**src/rtl/acps_pkg.sv**
```systemverilog
`timescale 1ns / 1ps
// Shared widths, fixed-point constants, register indexes and stage payload types
// for the arc path point sampler. No dependencies.
package acps_pkg;

   localparam int IDX_W  = 10;
   localparam int STEP_W = 12;
   localparam int LEN_W  = 16;
   localparam int CURV_W = 18;
   localparam int POS_W  = 18;
   localparam int HEAD_W = 24;
   localparam int TRAV_W = 22;
   localparam int MAG_W  = 18;   // |curvature|, up to 2^17
   localparam int AM_W   = 31;   // |alpha| in 2^-16 rad
   localparam int TH_W   = 45;   // |alpha| in Q30 before reduction
   localparam int ANG_W  = 33;   // reduced angle in Q30
   localparam int CD_W   = 34;   // rotator datapath
   localparam int NUM_W  = 33;   // divider numerator magnitude
   localparam int DEN_W  = 22;   // 16 * |curvature|
   localparam int REM_W  = 40;   // partial remainder
   localparam int QUO_W  = 17;   // quotient bits below the overflow check
   localparam int CSR_IDX_W = 2;

   localparam int MOD_STEPS = 12;   // 2*pi multiples 2^11 .. 2^0

   localparam int DEF_MAX_SAMPLES       = 1024;
   localparam int DEF_CORDIC_ITERATIONS = 18;

   localparam logic [TH_W-1:0]  TWO_PI_Q30  = 45'd6746518852;
   localparam logic [ANG_W-1:0] PI_Q30      = 33'd3373259426;
   localparam logic [ANG_W-1:0] HALF_PI_Q30 = 33'd1686629713;
   localparam logic signed [CD_W-1:0] GAIN_Q30 = 34'sd652032874;
   localparam logic signed [CD_W:0]   ONE_Q30  = 35'sd1073741824;
   localparam logic [QUO_W-1:0] POS_LIMIT  = 17'd70000;
   localparam logic [AM_W-1:0]  HEAD_LIMIT = 31'd4194304;

   localparam logic [CSR_IDX_W-1:0] REG_CURVATURE  = 2'd0;
   localparam logic [CSR_IDX_W-1:0] REG_ARC_LENGTH = 2'd1;
   localparam logic [CSR_IDX_W-1:0] REG_SAMPLE_STEP = 2'd2;
   localparam logic [CSR_IDX_W-1:0] REG_BACKWARD   = 2'd3;

   localparam logic [31:0] ATAN_TABLE [32] = '{
      32'h3243F6A8, 32'h1DAC6705, 32'h0FADBAFC, 32'h07F56EA6, 32'h03FEAB76,
      32'h01FFD55B, 32'h00FFFAAA, 32'h007FFF55, 32'h003FFFEA, 32'h001FFFFD,
      32'h000FFFFF, 32'h0007FFFF, 32'h0003FFFF, 32'h0001FFFF, 32'h0000FFFF,
      32'h00007FFF, 32'h00003FFF, 32'h00001FFF, 32'h00000FFF, 32'h000007FF,
      32'h000003FF, 32'h000001FF, 32'h000000FF, 32'h0000007F, 32'h0000003F,
      32'h0000001F, 32'h0000000F, 32'h00000008, 32'h00000004, 32'h00000002,
      32'h00000001, 32'h00000000};

   typedef struct packed {
      logic [TRAV_W-1:0]        travelled;
      logic                     in_range;
      logic                     last;
      logic signed [HEAD_W-1:0] heading;
      logic                     sin_neg;
      logic                     cos_neg;
   } side_type;

   typedef struct packed {
      logic [REM_W-1:0] rem;
      logic [QUO_W-1:0] quo;
      logic             ovf;
      logic             neg;
   } lane_type;

endpackage

```
**src/rtl/acps_mod_cell.sv**
```systemverilog
`timescale 1ns / 1ps
// One reduction cell: subtract 2*pi shifted left by SHIFT when it fits.
// Depends on acps_pkg.
module acps_mod_cell import acps_pkg::*; #(
   parameter int SHIFT = 0
) (
   input  logic            clock,
   input  logic            reset,
   input  logic            in_valid,
   output logic            in_ready,
   input  logic [TH_W-1:0] in_th,
   input  side_type        in_side,
   output logic            out_valid,
   input  logic            out_ready,
   output logic [TH_W-1:0] out_th,
   output side_type        out_side
);

   localparam logic [TH_W-1:0] LIM = TWO_PI_Q30 << SHIFT;

   logic            valid_ff;
   logic [TH_W-1:0] th_ff, th_in;
   side_type        side_ff;

   assign in_ready = !valid_ff || out_ready;
   assign th_in = (in_th >= LIM) ? in_th - LIM : in_th;

   always_ff @(posedge clock) begin
      if (reset) begin
         valid_ff <= 1'b0;
      end else if (in_ready) begin
         valid_ff <= in_valid;
      end
   end

   always_ff @(posedge clock) begin
      if (in_ready && in_valid) begin
         th_ff   <= th_in;
         side_ff <= in_side;
      end
   end

   assign out_valid = valid_ff;
   assign out_th    = th_ff;
   assign out_side  = side_ff;

endmodule

```
**config.mk**
```make
export PLATFORM = sky130hd
export DESIGN_NAME = acps_mod_cell
export DESIGN_NICKNAME = d
export VERILOG_FILES = /design/src/rtl/acps_pkg.sv /design/src/rtl/acps_mod_cell.sv
export SDC_FILE = /design/constraint.sdc
export NUM_CORES = 1
export LEC_CHECK = 0
export BUFFER_PORTS_ARGS = -buffer_cell sky130_fd_sc_hd__clkbuf_2
export CAP_MARGIN = 20
export CELL_PAD_IN_SITES_DETAIL_PLACEMENT = 1
export CELL_PAD_IN_SITES_GLOBAL_PLACEMENT = 1
export CORE_UTILIZATION = 34
export CTS_BUF_LIST = sky130_fd_sc_hd__clkbuf_2
export CTS_CLUSTER_DIAMETER = 40
export CTS_CLUSTER_SIZE = 20
export DETAILED_ROUTE_END_ITERATION = 7
export GPL_TIMING_DRIVEN = 0
export PLACE_DENSITY = 0.9
export SLEW_MARGIN = 15
export SYNTH_ARGS = -nofsm -noshare
export SYNTH_HDL_FRONTEND = slang
export SYNTH_SLANG_ARGS = --single-unit
export TNS_END_PERCENT = 10
```
**constraint.sdc**
```tcl
create_clock -name clock -period 3.1 [get_ports clock]
set_input_delay 0.465 -clock clock [delete_from_list [all_inputs] [get_ports clock]]
set_output_delay 0.465 -clock clock [all_outputs]
set_load 0.01 [all_outputs]
```
==> qor.csv <==
stage;metric;value;unit
setup_path;Worst EP arrival;3270;ps
yosys;Synth async-reset ratio;0;
sta;RSZ-0062 raised after global routing;false;
power_and_ir_drop;switching part of the total power;0.285;
setup_path;class of the most critical setup path;input port to flop;
sta;minimum clock period;2920;ps
yosys;area of the mapped netlist;0.00443;sq mm
clock_network;Max clock buf depth;2;
yosys;number of flops mapped to enable cells by yosys;95;
power_and_ir_drop;Psw;0.735;mW
power_and_ir_drop;cell internal pwr;1.84;mW
sta;Slew HR;0.336;
route;routed wl met2;7.29;mm
sta;Peak Freq;342;MHz
floorplanning;die area;0.0135;sq mm
cells_and_area;FF/Latch Area;0.00287;sq mm
yosys;top cells by area, synth;edfxtp_1, xnor2_1, o21ai_0, nor3_1, clkbuf_1;
hold_path;worst min-delay path class;input port to flop;
sta;fin crit share;0.942;
run;# Max-Cap Violations;0;
yosys;Syn Area/Cell;13.2;sq um
global_route;initial antenna violation count;1;
cells_and_area;most common cell after layout, fill and taps aside;clkbuf_2;
power_and_ir_drop;Gate power share;0.169;
setup_path;crit path from;in_th[36];
setup_path;reg2reg setup slack;1350;ps
route;met3 wire length;883;microns
floorplanning;core area;0.0127;sq mm
clock_network;Clock Latency Late Sink;610;ps
sta;skew final;41.4;ps
cells_and_area;# nets final;670;
placement;detailed placer's ending HPWL;10.1;mm
yosys;top_reg_cell synth;edfxtp_1;
route;vias per cell;4.99;
setup_path;Crit. End Element;flop;
floorplanning;initial core utilization;0.350;
global_route;largest net degree at the start of global routing;49;
route;drc violations;0;
clock_network;Clock Pin Slew Worst Setup and Hold Paths;280;ps
route;initial DRC count;377;
clock_network;postcts setup bufs;0;
clock_network;root buffer cell;clkbuf_2;
global_route;vias in the first global route;3843;
placement;Port Buf Inserts;189;
global_route;first-pass GRT wire length;20.2;mm
setup_path;CP required;3450;ps
cells_and_area;Final Cell Area;0.00604;sq mm
yosys;sequential area share after synthesis;0.648;
yosys;Ys Warns;0;
route;ANT nets after route;0;
yosys;Yosys reg bits;96;
sta;actual slew at the worst max-slew pin;994;ps
placement;GPL Wtd Cong;0.841;
yosys;Synth area leader;edfxtp_1;
global_route;Total GRT Usage;0.203;
setup_path;R2R cell count;3;
sta;Final Max Tran Viols;0;
setup_path;Reg2Reg Launch Point;out_valid;
power_and_ir_drop;Clock power frac;0.226;
route;Met1 Wirelength;5.33;mm
power_and_ir_drop;VDD IR max;0.132;mV
setup_path;CP Capture Point;out_th[14];
route;vias;3728;
route;routed len/inst;18.6;microns
global_route;total grt overflow;0;
route;Routed WL;13.9;mm
power_and_ir_drop;Pleak;2.38;nW
clock_network;CTS buffer count;9;
setup_path;r2r endpoint;out_th[20];
clock_network;Sink Count;96;
route;Max Used Layer;met4;
floorplanning;Die W;116;microns
setup_path;crit start category;input port;
cells_and_area;fin util;0.476;
power_and_ir_drop;sequential share of power;0.605;
cells_and_area;Area growth, synth to finish;36.2;%
yosys;syn nets;438;
cells_and_area;fillers;1421;
setup_path;CP max FO;10;
yosys;Yosys top cell area share;0.644;
hold_path;worst min-delay path startpoint;in_side[7];
floorplanning;num rows;41;
yosys;Mapped Cells;337;
sta;Hold Slack;31.3;ps
placement;post-place instance area;0.00562;sq mm
floorplanning;die height;116;microns
route;DRT Pass-1 Iters;5;
cells_and_area;multi-input combinational cell area;0.00145;sq mm
run_status;outcome;completed;
cells_and_area;share of layout cells above drive strength 1;0.382;
floorplanning;Ports;196;
power_and_ir_drop;Pwr Density;427;mW/mm^2
cells_and_area;commonest non-fill, non-tap cells in the layout;clkbuf_2, edfxtp_1, xnor2_1;
yosys;Cell variety after synth;51;
sta;Final Hold Viols;0;
clock_network;CTS H-tree depth;3;
clock_network;TritonCTS clock tree;built;
sta;number of setup violations in the final report;0;
flip-flops by register name (all words and copies together), names as in the netlist:
name	count
out_th	45
out_side	50
out_valid	1
timing repair:
item,4_1_cts,5_1_grt
gates resized for setup,0,0
hold buffers,31,0
endpoints found under the hold margin,31,0
cell families after synthesis:
kind of cell | count (synthesis) | synth area share
DFF | 96 | 0.648
buffers and inverters | 29 | 0.0263
xor gates and xnor gates | 42 | 0.0830
muxes | 1 | 0.00226
adders and majority gates | 2 | 0.00565
and+or+nand+nor | 86 | 0.110
AOI/OAI and AO/OA | 81 | 0.125
cell type report:
class,instances,share of cell area
buffer,20,0.0137
antenna,1,0.000415
sequential,96,0.476
multi-input combinational,212,0.239
clock inverter,6,0.00850
inverter,9,0.00560
clock buffer,10,0.00829
tap,172,0.0356
timing repair buffer,221,0.213
how the worst min path moves through the flow:
stage | endpoint | slack (ps) | cells past startpoint
final | out_side[7] | 30 | 1
after global routing | out_side[7] | 5 | 1
after CTS | out_valid | 2 | 3
after detailed placement | out_valid | 560 | 2
after global placement | out_valid | 500 | 2
after floorplan | out_valid | 530 | 1
synthesized netlist by cell type, types with 2 or more instances:
cell type,n
o211ai_1,7
nor4_1,4
o31ai_1,4
o2111ai_1,3
buf_2,3
or3_1,4
nand3_1,6
o22ai_1,5
nor4b_1,2
a21oi_1,7
edfxtp_1,95
o21a_1,2
a21o_1,4
nor2b_1,2
a311oi_1,4
ha_1,2
or4_1,5
a31oi_1,3
o31a_1,2
inv_1,9
nor3_1,16
clkbuf_1,15
or2_2,2
and4_1,4
and2_1,2
xnor2_1,42
o21ai_1,2
nor2_1,14
or4_4,2
o21bai_1,5
nand2_1,11
o21ai_0,24
a211oi_1,2
nand4_1,4
nand2b_1,3
per-stage QoR:
step                setup TNS, ps  total power, mW  setup slack [ps]  std cells
floorplan                       0             1.78              20.0        337
global placement           -12750             1.97              -389        698
detailed placement         -14220             1.99              -413        699
CTS                             0             2.59               242        746
global route                    0             2.68               116        747
finish                          0             2.58               178        747
critical path, cell delays in order:
cell,delay (ps)
clkbuf_2,110
or4_4,550
or4_1,420
clkbuf_1,180
or4_4,550
o31ai_4,330
buf_2,340
o22ai_1,160
xnor2_1,170
power by group through the flow:
| stage | Sequential [mW] | Combinational (mW) | Clock [mW] |
|---|---|---|---|
| 2_1_floorplan | 1.64 | 0.142 | 0 |
| 3_3_place_gp | 1.59 | 0.382 | 0 |
| 3_5_place_dp | 1.59 | 0.402 | 0 |
| 4_1_cts | 1.56 | 0.436 | 0.595 |
| 5_1_grt | 1.57 | 0.476 | 0.632 |
| 6_report | 1.56 | 0.436 | 0.583 |
routing by layer:
layer	global-route usage	up-vias
li1	-	1756
met1	0.225	1777
met2	0.372	166
met3	0.0410	29
met4	0.0932	0
met5	0	-
Power figures use the tool's default switching activity.
