<file path="src/rtl/acps_pkg.sv">
`timescale 1ns / 1ps
// Shared widths, fixed-point constants, register indexes and stage payload types
// for the arc path point sampler. No dependencies.
package acps_pkg;

   localparam int IDX_W  = 10;
   localparam int STEP_W = 12;
   localparam int LEN_W  = 16;
   localparam int CURV_W = 18;
   localparam int POS_W  = 18;
   localparam int HEAD_W = 24;
   localparam int TRAV_W = 22;
   localparam int MAG_W  = 18;   // |curvature|, up to 2^17
   localparam int AM_W   = 31;   // |alpha| in 2^-16 rad
   localparam int TH_W   = 45;   // |alpha| in Q30 before reduction
   localparam int ANG_W  = 33;   // reduced angle in Q30
   localparam int CD_W   = 34;   // rotator datapath
   localparam int NUM_W  = 33;   // divider numerator magnitude
   localparam int DEN_W  = 22;   // 16 * |curvature|
   localparam int REM_W  = 40;   // partial remainder
   localparam int QUO_W  = 17;   // quotient bits below the overflow check
   localparam int CSR_IDX_W = 2;

   localparam int MOD_STEPS = 12;   // 2*pi multiples 2^11 .. 2^0

   localparam int DEF_MAX_SAMPLES       = 1024;
   localparam int DEF_CORDIC_ITERATIONS = 18;

   localparam logic [TH_W-1:0]  TWO_PI_Q30  = 45'd6746518852;
   localparam logic [ANG_W-1:0] PI_Q30      = 33'd3373259426;
   localparam logic [ANG_W-1:0] HALF_PI_Q30 = 33'd1686629713;
   localparam logic signed [CD_W-1:0] GAIN_Q30 = 34'sd652032874;
   localparam logic signed [CD_W:0]   ONE_Q30  = 35'sd1073741824;
   localparam logic [QUO_W-1:0] POS_LIMIT  = 17'd70000;
   localparam logic [AM_W-1:0]  HEAD_LIMIT = 31'd4194304;

   localparam logic [CSR_IDX_W-1:0] REG_CURVATURE  = 2'd0;
   localparam logic [CSR_IDX_W-1:0] REG_ARC_LENGTH = 2'd1;
   localparam logic [CSR_IDX_W-1:0] REG_SAMPLE_STEP = 2'd2;
   localparam logic [CSR_IDX_W-1:0] REG_BACKWARD   = 2'd3;

   localparam logic [31:0] ATAN_TABLE [32] = '{
      32'h3243F6A8, 32'h1DAC6705, 32'h0FADBAFC, 32'h07F56EA6, 32'h03FEAB76,
      32'h01FFD55B, 32'h00FFFAAA, 32'h007FFF55, 32'h003FFFEA, 32'h001FFFFD,
      32'h000FFFFF, 32'h0007FFFF, 32'h0003FFFF, 32'h0001FFFF, 32'h0000FFFF,
      32'h00007FFF, 32'h00003FFF, 32'h00001FFF, 32'h00000FFF, 32'h000007FF,
      32'h000003FF, 32'h000001FF, 32'h000000FF, 32'h0000007F, 32'h0000003F,
      32'h0000001F, 32'h0000000F, 32'h00000008, 32'h00000004, 32'h00000002,
      32'h00000001, 32'h00000000};

   typedef struct packed {
      logic [TRAV_W-1:0]        travelled;
      logic                     in_range;
      logic                     last;
      logic signed [HEAD_W-1:0] heading;
      logic                     sin_neg;
      logic                     cos_neg;
   } side_type;

   typedef struct packed {
      logic [REM_W-1:0] rem;
      logic [QUO_W-1:0] quo;
      logic             ovf;
      logic             neg;
   } lane_type;

endpackage

</file>
<file path="src/rtl/acps_div_cell.sv">
`timescale 1ns / 1ps
// One restoring-division cell for the x and y lanes; the top cell only checks
// for quotient overflow. Depends on acps_pkg.
module acps_div_cell import acps_pkg::*; #(
   parameter int BIT = 0
) (
   input  logic              clock,
   input  logic              reset,
   input  logic [DEN_W-1:0]  den,
   input  logic              in_valid,
   output logic              in_ready,
   input  lane_type [1:0]    in_lane,
   input  side_type          in_side,
   output logic              out_valid,
   input  logic              out_ready,
   output lane_type [1:0]    out_lane,
   output side_type          out_side
);

   logic           valid_ff;
   lane_type [1:0] lane_ff, lane_in;
   side_type       side_ff;
   logic [REM_W-1:0] shifted;

   assign in_ready = !valid_ff || out_ready;
   assign shifted  = REM_W'(den) << BIT;

   always_comb begin
      lane_in = in_lane;
      for (int l = 0; l < 2; l++) begin
         if (in_lane[l].rem >= shifted) begin
            if (BIT >= QUO_W) begin
               lane_in[l].ovf = 1'b1;
            end else begin
               lane_in[l].rem = in_lane[l].rem - shifted;
               lane_in[l].quo[BIT % QUO_W] = 1'b1;
            end
         end
      end
   end

   always_ff @(posedge clock) begin
      if (reset) begin
         valid_ff <= 1'b0;
      end else if (in_ready) begin
         valid_ff <= in_valid;
      end
   end

   always_ff @(posedge clock) begin
      if (in_ready && in_valid) begin
         lane_ff <= lane_in;
         side_ff <= in_side;
      end
   end

   assign out_valid = valid_ff;
   assign out_lane  = lane_ff;
   assign out_side  = side_ff;

endmodule
</file>
<file path="config.mk">
export PLATFORM = sky130hd
export DESIGN_NAME = acps_div_cell
export DESIGN_NICKNAME = d
export VERILOG_FILES = /design/src/rtl/acps_pkg.sv /design/src/rtl/acps_div_cell.sv
export SDC_FILE = /design/constraint.sdc
export NUM_CORES = 1
export LEC_CHECK = 0
export ABC_AREA = 1
export BUFFER_PORTS_ARGS = -buffer_cell sky130_fd_sc_hd__buf_2
export CAP_MARGIN = 20
export CELL_PAD_IN_SITES_DETAIL_PLACEMENT = 1
export CELL_PAD_IN_SITES_GLOBAL_PLACEMENT = 1
export CORE_MARGIN = 2
export CORE_UTILIZATION = 40
export CTS_BUF_LIST = sky130_fd_sc_hd__clkbuf_8
export DETAILED_ROUTE_END_ITERATION = 16
export PLACE_DENSITY = 0.86
export SKIP_LAST_GASP = 1
export SYNTH_ARGS = -nofsm -noshare
export SYNTH_HDL_FRONTEND = slang
export SYNTH_SLANG_ARGS = --single-unit
</file>
<file path="constraint.sdc">
create_clock -name clock -period 26.8 [get_ports clock]
set_input_delay 1.34 -clock clock [delete_from_list [all_inputs] [get_ports clock]]
set_output_delay 1.34 -clock clock [all_outputs]
set_load 0.02 [all_outputs]
</file>
==> impl_metrics.csv, run 1 <==
group,metric,value,unit
sta,hold_viol,0,
cts,clk_latency,470,ps
worst_setup_path,critical_path.top_delay_family,"buffers and inverters",
floorplan,core_area,0.0261,mm^2
global_route,track_usage,0.292,
sta,fin_ws,23250,ps
logic_synthesis,synth_edf_count,168,
worst_setup_path,critical_path_required,27020,ps
worst_setup_path,crit_path_start_kind,"input pin",
sta,skew,16.9,ps
logic_synthesis,ys_types,38,
cts,htree_levels,4,
routing,routedWlPerCell,19.8,um
routing,drt_iter0_drc,669,
routing,final_antenna_net_count,0,
placement,place_congestion,0.948,
sta,rsz0062_at_grt,"no",
worst_setup_path,slowest_stage,"inv_4",
sta,setup_tns,0,ps
floorplan,die_h,168,um
floorplan,rows,59,
sta,period_share,0.132,
cts,clockBufferDepth,2,
worst_setup_path,arrival,3770,ps
finish,drive_above_1_share,0.258,
sta,max_freq,282,MHz
global_route,grt-ovfl-total,0,
logic_synthesis,synth_seq_cells,169,
sta,maxSlewViolCount,0,
worst_setup_path,crit_type,"in2reg",
worst_setup_path,rr_worst_depth,2,
floorplan,die_area,0.0281,mm^2
cts,post_cts_buffers,0,
sta,setup_violations,0,
worst_hold_path,worstHoldPathCells,2,
worst_setup_path,critPathLaunch,"den[19]",
worst_hold_path,min_from,"out_valid$_SDFFE_PP0N_",
cts,cts_resized,0,
logic_synthesis,ys.flop_type,"edfxtp_1",
logic_synthesis,synth_area_per_cell,7.85,um^2
sta,fin_crit,3550,ps
routing,vias_per_cell,5.07,
logic_synthesis,yosys.area.top_type,"edfxtp_1",
logic_synthesis,netlist_area,0.0107,mm^2
logic_synthesis,ys_seq_area_frac,0.473,
worst_setup_path,crit_top_cell,"nand2_1",
logic_synthesis,synthTopCellsByArea,"edfxtp_1 47%, nand2_1 17%, inv_1 7.6%, ha_1 5.1%, nor2_1 5.0%",
flow_run,cap_viol_max_count,0,
placement,dp_hpwl,34.5,mm
routing,drtPass1Iterations,5,
pwr,powerDensity,53.7,mW/mm^2
global_route,grt_start_max_net_pins,82,
global_route,first_global_vias,11300,
worst_setup_path,path_max_fanout,50,
cts,cts_tree,"built",
sta,relSlewSlack,0.315,
worst_setup_path,crit_buf_inv,3,
floorplan,start_util,0.410,
logic_synthesis,synthCells,1364,
cts,clkTransAtPathRegs,130,ps
placement,numPortBuffers,363,
cts,cts_sinks,169,
routing,via_count,10600,
cts,root_buffer,"clkbuf_8",
logic_synthesis,synth_top_area_share,0.471,
worst_setup_path,worstPathCellList,"buf_2 -> inv_1 -> ha_1 -> a21oi_1 -> nand2_1 -> nand2_1 -> nand2_1 -> a21oi_2 -> nand3_2 -> inv_4 -> o21ai_1",
worst_hold_path,hold_class,"reg2reg",
finish,finalNetCount,1976,
logic_synthesis,synth.yosys.warnings,0,
sta,worstMarginPinSlew,1030,ps
worst_setup_path,r2r_start,"out_valid$_SDFFE_PP0N_",
outcome,status,"finished clean",
worst_setup_path,slowest_delay,600,ps
routing,drt-total-wl,41.3,mm
worst_setup_path,critPathCaptureType,"flip-flop",
global_route,antenna_found_initial,4,
floorplan,ios,364,
worst_setup_path,cp.depth,11,
logic_synthesis,syn_nets,1604,
cts,cts_inserted_buffers,17,
logic_synthesis,synth-async-reset-ratio,0,
floorplan,chipWidth,168,um
global_route,grt_pass1_wl,62.4,mm
pwr,total_leakage_power,6.51,nW
cts,cts_hold_buf,0,
placement,place_ws,22760,ps
routing,drc,0,
pwr,ir_drop,0.0367,mV
finish,area_growth,24.1,%
## registers in the layout, summed over array words and instances (netlist names)
| signal | cells |
|---|---|
| out_lane | 118 |
| out_side | 50 |
| out_valid | 1 |
## cell usage after synthesis (2+ instances only)
library cell	number
a21oi_1	37
a21oi_2	13
and2_1	3
buf_4	2
buf_6	10
clkinv_1	2
edfxtp_1	168
fa_1	2
ha_1	44
inv_1	216
inv_2	12
inv_4	2
nand2_1	499
nand2_2	5
nand3_1	65
nand3_2	5
nand3b_1	6
nand4_1	22
nor2_1	143
nor2_2	4
nor3_1	7
nor4_1	2
o21ai_0	7
o21ai_1	35
o21ai_2	7
or2_2	2
xnor2_1	25
xor2_1	9
## cell usage in the layout, fill, tap and decap left out, types with 22 or more instances in the layout
cell / Yosys / routed
a21oi_1: 37 / 36
buf_2: 0 / 363
edfxtp_1: 168 / 168
ha_1: 44 / 44
inv_1: 216 / 216
nand2_1: 499 / 499
nand3_1: 65 / 65
nand4_1: 22 / 22
nor2_1: 143 / 143
o21ai_1: 35 / 35
xnor2_1: 25 / 25
## stage by stage
step	area (um^2)	util	hold slack, ps	total power [W]	std cells
6_report	13300	0.508	580	0.000713	2085
5_1_grt	13300	0.508	619	0.000744	2085
4_1_cts	13300	0.508	572	0.000719	2084
3_5_place_dp	12800	0.491	554	0.000510	2052
3_3_place_gp	12800	0.491	523	0.000504	2052
2_1_floorplan	10700	-	705	0.000442	1364
## where the power goes
part	switching, W	internal (W)	leakage (nW)
sequential	0.00000710	0.000318	1.63
combinational	0.000122	0.0000582	4.66
clock	0.000132	0.0000760	0.218
total	0.000261	0.000452	6.51
## worst reg2reg max path: cells and delay by family (launching register included)
kind	cells	cell delay [ps]
compound gates	1	450
flops	1	370
buf+inv	1	870
## cells by family (layout without fill, tap and decap cells)
kind of cell / after synthesis / in the layout / share of synthesized area
buffers and inverters: 244 / 629 / 0.0937
adders and majority gates: 46 / 46 / 0.0552
AOI/OAI and AO/OA: 103 / 103 / 0.0561
DFF: 169 / 169 / 0.473
other: 0 / 1 / 0
and+or+nand+nor: 768 / 768 / 0.294
xor gates and xnor gates: 34 / 34 / 0.0278
## area by class of cell
| type | count | area (um^2) |
|---|---|---|
| antenna | 1 | 2.50 |
| clock buffer | 17 | 234 |
| clock inverter | 15 | 206 |
| fill | 3332 | 12800 |
| inverter | 232 | 876 |
| multi-input combinational | 951 | 4650 |
| sequential | 169 | 5060 |
| tap | 335 | 419 |
| timing repair buffer | 365 | 1830 |
## metal layers
layer / vias up / wire (um) / GRT usage
li1: 5095 / - / -
met1: 5042 / 16400 / 0.331
met2: 351 / 20800 / 0.531
met3: 79 / 2280 / 0.0560
met4: 6 / 1760 / 0.132
met5: - / 32 / 0
## final timing paths
path                                               end  slack, ps
worst max-delay path            out_lane[27]$_DFFE_PP_      23250
worst min-delay path            out_valid$_SDFFE_PP0N_        580
worst max register to register  out_lane[92]$_DFFE_PP_      24670
worst min register to register  out_valid$_SDFFE_PP0N_        580
Power figures use the tool's default switching activity.
==> run 2: changes to the inputs <==
- CORE_UTILIZATION: 40 -> 34
- PLACE_DENSITY: 0.86 -> 0.77
- clock period: 26.8 -> 3 ns (I/O delays scaled with it)
==> run 2 against run 1 <==
Compared with the run above: global-route usage decreased by 1.3 points; cell count grew 10%; wire length is 12% higher; combinational power grew to 9.9 times the previous value; critical path type unchanged; critical endpoint is now out_lane[111]$_DFFE_PP_; largest cell class unchanged; highest routed layer unchanged.
==> impl_metrics.csv, run 2 (synthesized netlist as in run 1, its figures left out) <==
group,metric,value,unit
cts,clk_latency,500,ps
pwr,p_int,0.00412,W
sta,rsz0062_at_grt,"no",
floorplan,chipWidth,181,um
worst_setup_path,critPathCaptureType,"flip-flop",
worst_hold_path,min_to,"out_lane[46]$_DFFE_PP_",
finish,final_area,0.0148,mm^2
sta,relSlewSlack,0.442,
outcome,status,"finished clean",
sta,skew,19.3,ps
global_route,first_global_vias,12000,
pwr,total_leakage_power,7.11,nW
routing,drt-total-wl,46.1,mm
finish,largest_register_ffs,118,
worst_setup_path,rr_endpoint,"out_lane[89]$_DFFE_PP_",
worst_setup_path,slowest_delay,520,ps
pwr,p_switching,0.00231,W
worst_hold_path,hold_class,"in2reg",
worst_setup_path,slowest_stage,"dlygate4sd3_1",
routing,drc,0,
placement,place_area,0.0129,mm^2
sta,setup_violations,0,
flow_run,cap_viol_max_count,0,
worst_hold_path,worstHoldPathCells,3,
cts,cts_hold_buf,143,
global_route,antenna_found_initial,6,
global_route,grt_pass1_wl,69.1,mm
finish,mostFrequentLayoutCell,"nand2_1",
pwr,fin_total_pwr,0.00644,W
global_route,grt_start_max_net_pins,140,
worst_hold_path,min_from,"in_lane[46]",
cts,post_cts_buffers,0,
sta,maxSlewViolCount,0,
worst_setup_path,worstPathCellList,"dlygate4sd3_1 -> buf_2 -> inv_1 -> ha_1 -> fa_1 -> inv_1 -> nand3_1 -> nand2_4 -> nand2_1 -> nand3_2 -> nand3_2 -> nand3_2 -> buf_4 -> nand3_1 -> nand2_1 -> nand2_1",
pwr,swShare,0.359,
cts,clkTransAtPathRegs,110,ps
global_route,grt-ovfl-total,0,
sta,max_freq,391,MHz
floorplan,rows,64,
sta,period_share,0.853,
pwr,clock_power_share,0.269,
finish,final_cell_mix,"499 x nand2_1, 363 x buf_2, 216 x inv_1",
floorplan,ios,364,
sta,hold_viol,0,
cts,cts_resized,0,
worst_setup_path,arrival,2820,ps
placement,place_congestion,0.923,
worst_setup_path,path_max_fanout,13,
sta,worstMarginPinSlew,837,ps
worst_setup_path,reg2reg_setup_slack,1340,ps
worst_setup_path,r2r_start,"out_valid$_SDFFE_PP0N_",
finish,finalNetCount,2121,
cts,cts_tree,"built",
routing,final_antenna_net_count,0,
pwr,power_frac_seq,0.453,
worst_setup_path,critical_path_required,3260,ps
placement,dp_hpwl,35.3,mm
floorplan,core_area,0.0308,mm^2
global_route,track_usage,0.279,
cts,htree_levels,4,
floorplan,die_h,181,um
pwr,combPwrFrac,0.278,
sta,fin_crit,2560,ps
routing,drtPass1Iterations,5,
finish,fillers,3882,
worst_setup_path,crit_path_start_kind,"input pin",
cts,clockBufferDepth,2,
floorplan,start_util,0.347,
cts,cts_sinks,169,
routing,drt_iter0_drc,633,
finish,area_growth,38.3,%
floorplan,die_area,0.0329,mm^2
routing,vias_per_cell,4.89,
finish,drive_above_1_share,0.239,
worst_setup_path,crit_type,"in2reg",
routing,via_count,11200,
worst_setup_path,rr_worst_depth,2,
cts,root_buffer,"clkbuf_8",
pwr,ir_drop,0.266,mV
pwr,powerDensity,435,mW/mm^2
cts,cts_inserted_buffers,17,
routing,routedWlPerCell,20.1,um
placement,numPortBuffers,363,
## run 2: cell count changes in the layout (fill, tap and decap cells not counted), moves of 2 or more
cell | previous run | this run
dlygate4sd3_1 | 0 | 143
clkinv_8 | 4 | 7
diode_2 | 1 | 4
inv_12 | 5 | 0
inv_6 | 2 | 0
## run 2: area by class of cell
type / instances / area (um^2) / area share
Sequential cell: 169 / 5070 / 0.342
Timing Repair Buffer: 510 / 3290 / 0.222
Multi-Input combinational cell: 951 / 4650 / 0.314
Clock inverter: 15 / 188 / 0.0127
Clock buffer: 17 / 234 / 0.0158
Antenna cell: 4 / 10.0 / 0.000676
Tap cell: 396 / 495 / 0.0335
Inverter: 232 / 876 / 0.0591
## run 2: through the flow
step / worst slack, ps / std cells / hold slack [ps] / util / setup TNS, ps
floorplan: -573 / 1364 / 209 / - / -96200
CTS: 535 / 2290 / 2.74 / 0.480 / 0
finish: 442 / 2294 / 37.0 / 0.480 / 0
detailed placement: 456 / 2115 / 304 / 0.420 / 0
global placement: 518 / 2115 / 296 / 0.420 / 0
global route: 259 / 2294 / 7.10 / 0.480 / 0
## run 2: worst max path at each step
stage                           startpoint                       to  depth (start not counted)
floorplan           out_valid$_SDFFE_PP0N_    out_lane[0]$_DFFE_PP_                          1
global placement                   den[20]  out_lane[114]$_DFFE_PP_                         11
detailed placement                 den[20]   out_lane[98]$_DFFE_PP_                         13
CTS                            in_lane[78]  out_lane[114]$_DFFE_PP_                         14
global route                   in_lane[97]   out_lane[98]$_DFFE_PP_                         13
finish                         in_lane[78]  out_lane[111]$_DFFE_PP_                         16
## run 2: per-layer routing
layer | part of all wire | vias up | GRT usage
met4 | 0.042 | 4 | 0.127
met3 | 0.049 | 85 | 0.0540
met2 | 0.52 | 376 | 0.514
met5 | 0.00050 | - | 0
met1 | 0.39 | 5363 | 0.310
li1 | - | 5382 | -
## run 2: power groups by stage
| stage | clock network, W | registers (W) | logic [W] |
|---|---|---|---|
| after floorplan | 0 | 0.00318 | 0.000734 |
| after global placement | 0 | 0.00295 | 0.00157 |
| after detailed placement | 0 | 0.00296 | 0.00161 |
| after CTS | 0.00175 | 0.00291 | 0.00177 |
| after global routing | 0.00186 | 0.00293 | 0.00194 |
| final | 0.00173 | 0.00292 | 0.00179 |
## run 2: worst max-delay path, delay by kind of cell
family                     cells  cell delay [ps]
adders and majority gates      2              660
buffers and inverters          5             1050
and+or+nand+nor                9              940
==> run 3: changes to the inputs <==
- ABC_AREA: 1 -> default
- PLACE_DENSITY: 0.77 -> 0.76
==> run 3 against run 2 <==
Compared with the run above: die area down 18%; combinational power down 11%; synthesized cell count down 46%; non-clock buffer count up 50; clock skew up 6.9 ps; critical path depth down 5; worst setup slack worse by 430 ps; sequential cell count unchanged; highest routed layer is now met4.
==> impl_metrics.csv, run 3 <==
group,metric,value,unit
outcome,status,"finished clean",
global_route,grt_start_max_net_pins,54,
placement,place_area,0.0113,mm^2
finish,largest_register_ffs,118,
logic_synthesis,synthTopCellsByArea,"edfxtp_1 58%, ha_1 6.3%, xor2_1 4.9%, nand2_1 3.7%, o21ai_0 3.3%",
routing,drt-total-wl,36.1,mm
sta,holdWs,23.0,ps
global_route,first_global_vias,8735,
floorplan,start_util,0.346,
cts,clockBufferDepth,2,
logic_synthesis,yosysMostFrequentCell,"edfxtp_1",
finish,final_cell_mix,"361 x buf_2, 168 x edfxtp_1, 139 x dlygate4sd3_1",
logic_synthesis,synthCells,743,
cts,clkTransAtPathRegs,100,ps
logic_synthesis,synth_seq_cells,169,
logic_synthesis,synth_area_per_cell,11.8,um^2
worst_setup_path,arrival,3170,ps
sta,period_share,0.995,
finish,finalNetCount,1539,
sta,rsz0062_at_grt,"yes",
global_route,track_usage,0.255,
finish,final_area,0.0133,mm^2
logic_synthesis,synth-async-reset-ratio,0,
worst_hold_path,hold_class,"in2reg",
placement,dp_hpwl,25.6,mm
floorplan,chipWidth,164,um
sta,setup_tns,0,ps
pwr,ir_drop,0.214,mV
floorplan,die_h,164,um
finish,register_area,0.00506,mm^2
logic_synthesis,ys_seq_area_frac,0.579,
sta,hold_viol,0,
logic_synthesis,ys_types,64,
finish,mostFrequentLayoutCell,"buf_2",
logic_synthesis,synth.yosys.warnings,0,
logic_synthesis,netlist_area,0.00875,mm^2
sta,fin_ws,15.8,ps
pwr,powerDensity,463,mW/mm^2
sta,skew,26.2,ps
cts,cts_tree,"built",
finish,fillers,2861,
placement,numPortBuffers,363,
sta,relSlewSlack,0.649,
cts,clk_latency,470,ps
sta,max_freq,335,MHz
worst_setup_path,critical_path_required,3180,ps
logic_synthesis,synth_top_area_share,0.577,
cts,htree_levels,4,
global_route,grtUsageMet1,0.296,
flow_run,cap_viol_max_count,0,
global_route,grt-busiest-layer,"met2",
global_route,grt.met3_usage,0.0517,
finish,area_growth,52.3,%
finish,multi_input_area,0.00357,mm^2
sta,fin_crit,2980,ps
finish,utilization,0.527,
worst_setup_path,crit_type,"in2reg",
sta,maxSlewViolCount,0,
cts,root_buffer,"clkbuf_8",
routing,final_antenna_net_count,0,
global_route,antenna_found_initial,6,
logic_synthesis,ys.flop_type,"edfxtp_1",
sta,setup_violations,0,
floorplan,rows,58,
global_route,grtUsageMet2,0.454,
routing,routedWlPerCell,21.9,um
pwr,total_leakage_power,5.65,nW
logic_synthesis,synth_commonest_cells,"168 x edfxtp_1, 87 x nand2_1, 58 x o21ai_0",
routing,vias_per_cell,5.04,
global_route,grt_pass1_wl,51.5,mm
placement,place_ws,-153,ps
logic_synthesis,synth_edf_count,168,
finish,drive_above_1_share,0.376,
worst_setup_path,critPathCaptureType,"flip-flop",
routing,drc,0,
floorplan,die_area,0.0270,mm^2
cts,cts_inserted_buffers,17,
logic_synthesis,yosys.area.top_type,"edfxtp_1",
sta,worstMarginPinSlew,527,ps
routing,drt_iter0_drc,472,
floorplan,ios,364,
floorplan,core_area,0.0253,mm^2
logic_synthesis,syn_nets,983,
cts,cts_sinks,169,
placement,place_congestion,0.854,
worst_setup_path,crit_path_start_kind,"input pin",
routing,via_count,8302,
global_route,grt-ovfl-total,0,
routing,drtPass1Iterations,4,
worst_setup_path,path_max_fanout,10,
[run 3: changes by cell type after synthesis, sizes merged, moves of 12 or more]
cell / before / now
a21o: 1 / 14
clkbuf: 0 / 16
inv: 230 / 35
nand2: 505 / 87
nand3: 70 / 12
nand4: 22 / 9
nor2: 148 / 30
nor4: 2 / 18
or3: 0 / 12
xor2: 9 / 49
[run 3: area by class of cell]
class / count / share of cell area
flip-flops and latches: 169 / 0.380
repair buffers: 560 / 0.281
multi-input cells: 516 / 0.268
well taps: 330 / 0.0310
clock buffers: 17 / 0.0176
clock inverters: 15 / 0.0113
inverters: 35 / 0.00986
diodes: 6 / 0.00113
[run 3: cells by family (layout without fill, tap and decap cells)]
| family | Yosys count | count (layout) | share of synthesized area |
|---|---|---|---|
| other | 0 | 6 | 0 |
| AND/OR/NAND/NOR | 226 | 226 | 0.129 |
| XOR/XNOR | 71 | 71 | 0.0711 |
| multiplexers | 1 | 1 | 0.00114 |
| flip-flops | 169 | 169 | 0.579 |
| adder cells (fa/ha/maj) | 46 | 46 | 0.0675 |
| AO/OA/AOI/OAI | 172 | 172 | 0.123 |
| buffers and inverters | 58 | 627 | 0.0292 |
[run 3: repair_timing]
action / CTS / global route
gates resized for setup: 0 / 27
buffers inserted: 0 / 2
endpoints found under the hold margin: 140 / 0
setup endpoints to repair: 0 / 54
hold buffers: 141 / 0
[run 3: critical path: stages]
cell and delay, ps:
dlygate4sd3_1 560, buf_2 150, ha_1 200, or3_2 440, or3_2 480, a21o_1 210
nor2_1 130, o2111a_2 350, buf_12 170, buf_4 160, o21ai_0 150
[run 3: metrics by stage]
step           cells  total power [W]
5_1_grt         1647          0.00643
3_3_place_gp    1467          0.00431
3_5_place_dp    1467          0.00435
2_1_floorplan    743          0.00373
4_1_cts         1640          0.00615
6_report        1648          0.00617
[run 3: final timing paths]
path	startpoint	to	slack (ps)	cells past startpoint
worst max register to register	out_valid$_SDFFE_PP0N_	out_side[21]$_DFFE_PP_	1250	3
worst max-delay path	in_lane[99]	out_lane[98]$_DFFE_PP_	20	11
worst min register to register	out_valid$_SDFFE_PP0N_	out_side[0]$_DFFE_PP_	1010	2
worst min-delay path	in_lane[30]	out_lane[30]$_DFFE_PP_	20	3
[run 3: routing by layer]
| layer | share of wire | vias up | wire, um |
|---|---|---|---|
| met5 | 0 | - | 0 |
| met3 | 0.061 | 54 | 2220 |
| met1 | 0.39 | 4042 | 14200 |
| met2 | 0.51 | 302 | 18400 |
| li1 | - | 3904 | - |
| met4 | 0.036 | 0 | 1300 |
[run 3: power breakdown]
| part | total (W) | leakage (nW) | internal (W) | switching [W] |
|---|---|---|---|---|
| combinational | 0.00160 | 3.82 | 0.000651 | 0.000946 |
| clock | 0.00167 | 0.196 | 0.000622 | 0.00105 |
| sequential | 0.00290 | 1.63 | 0.00284 | 0.0000583 |
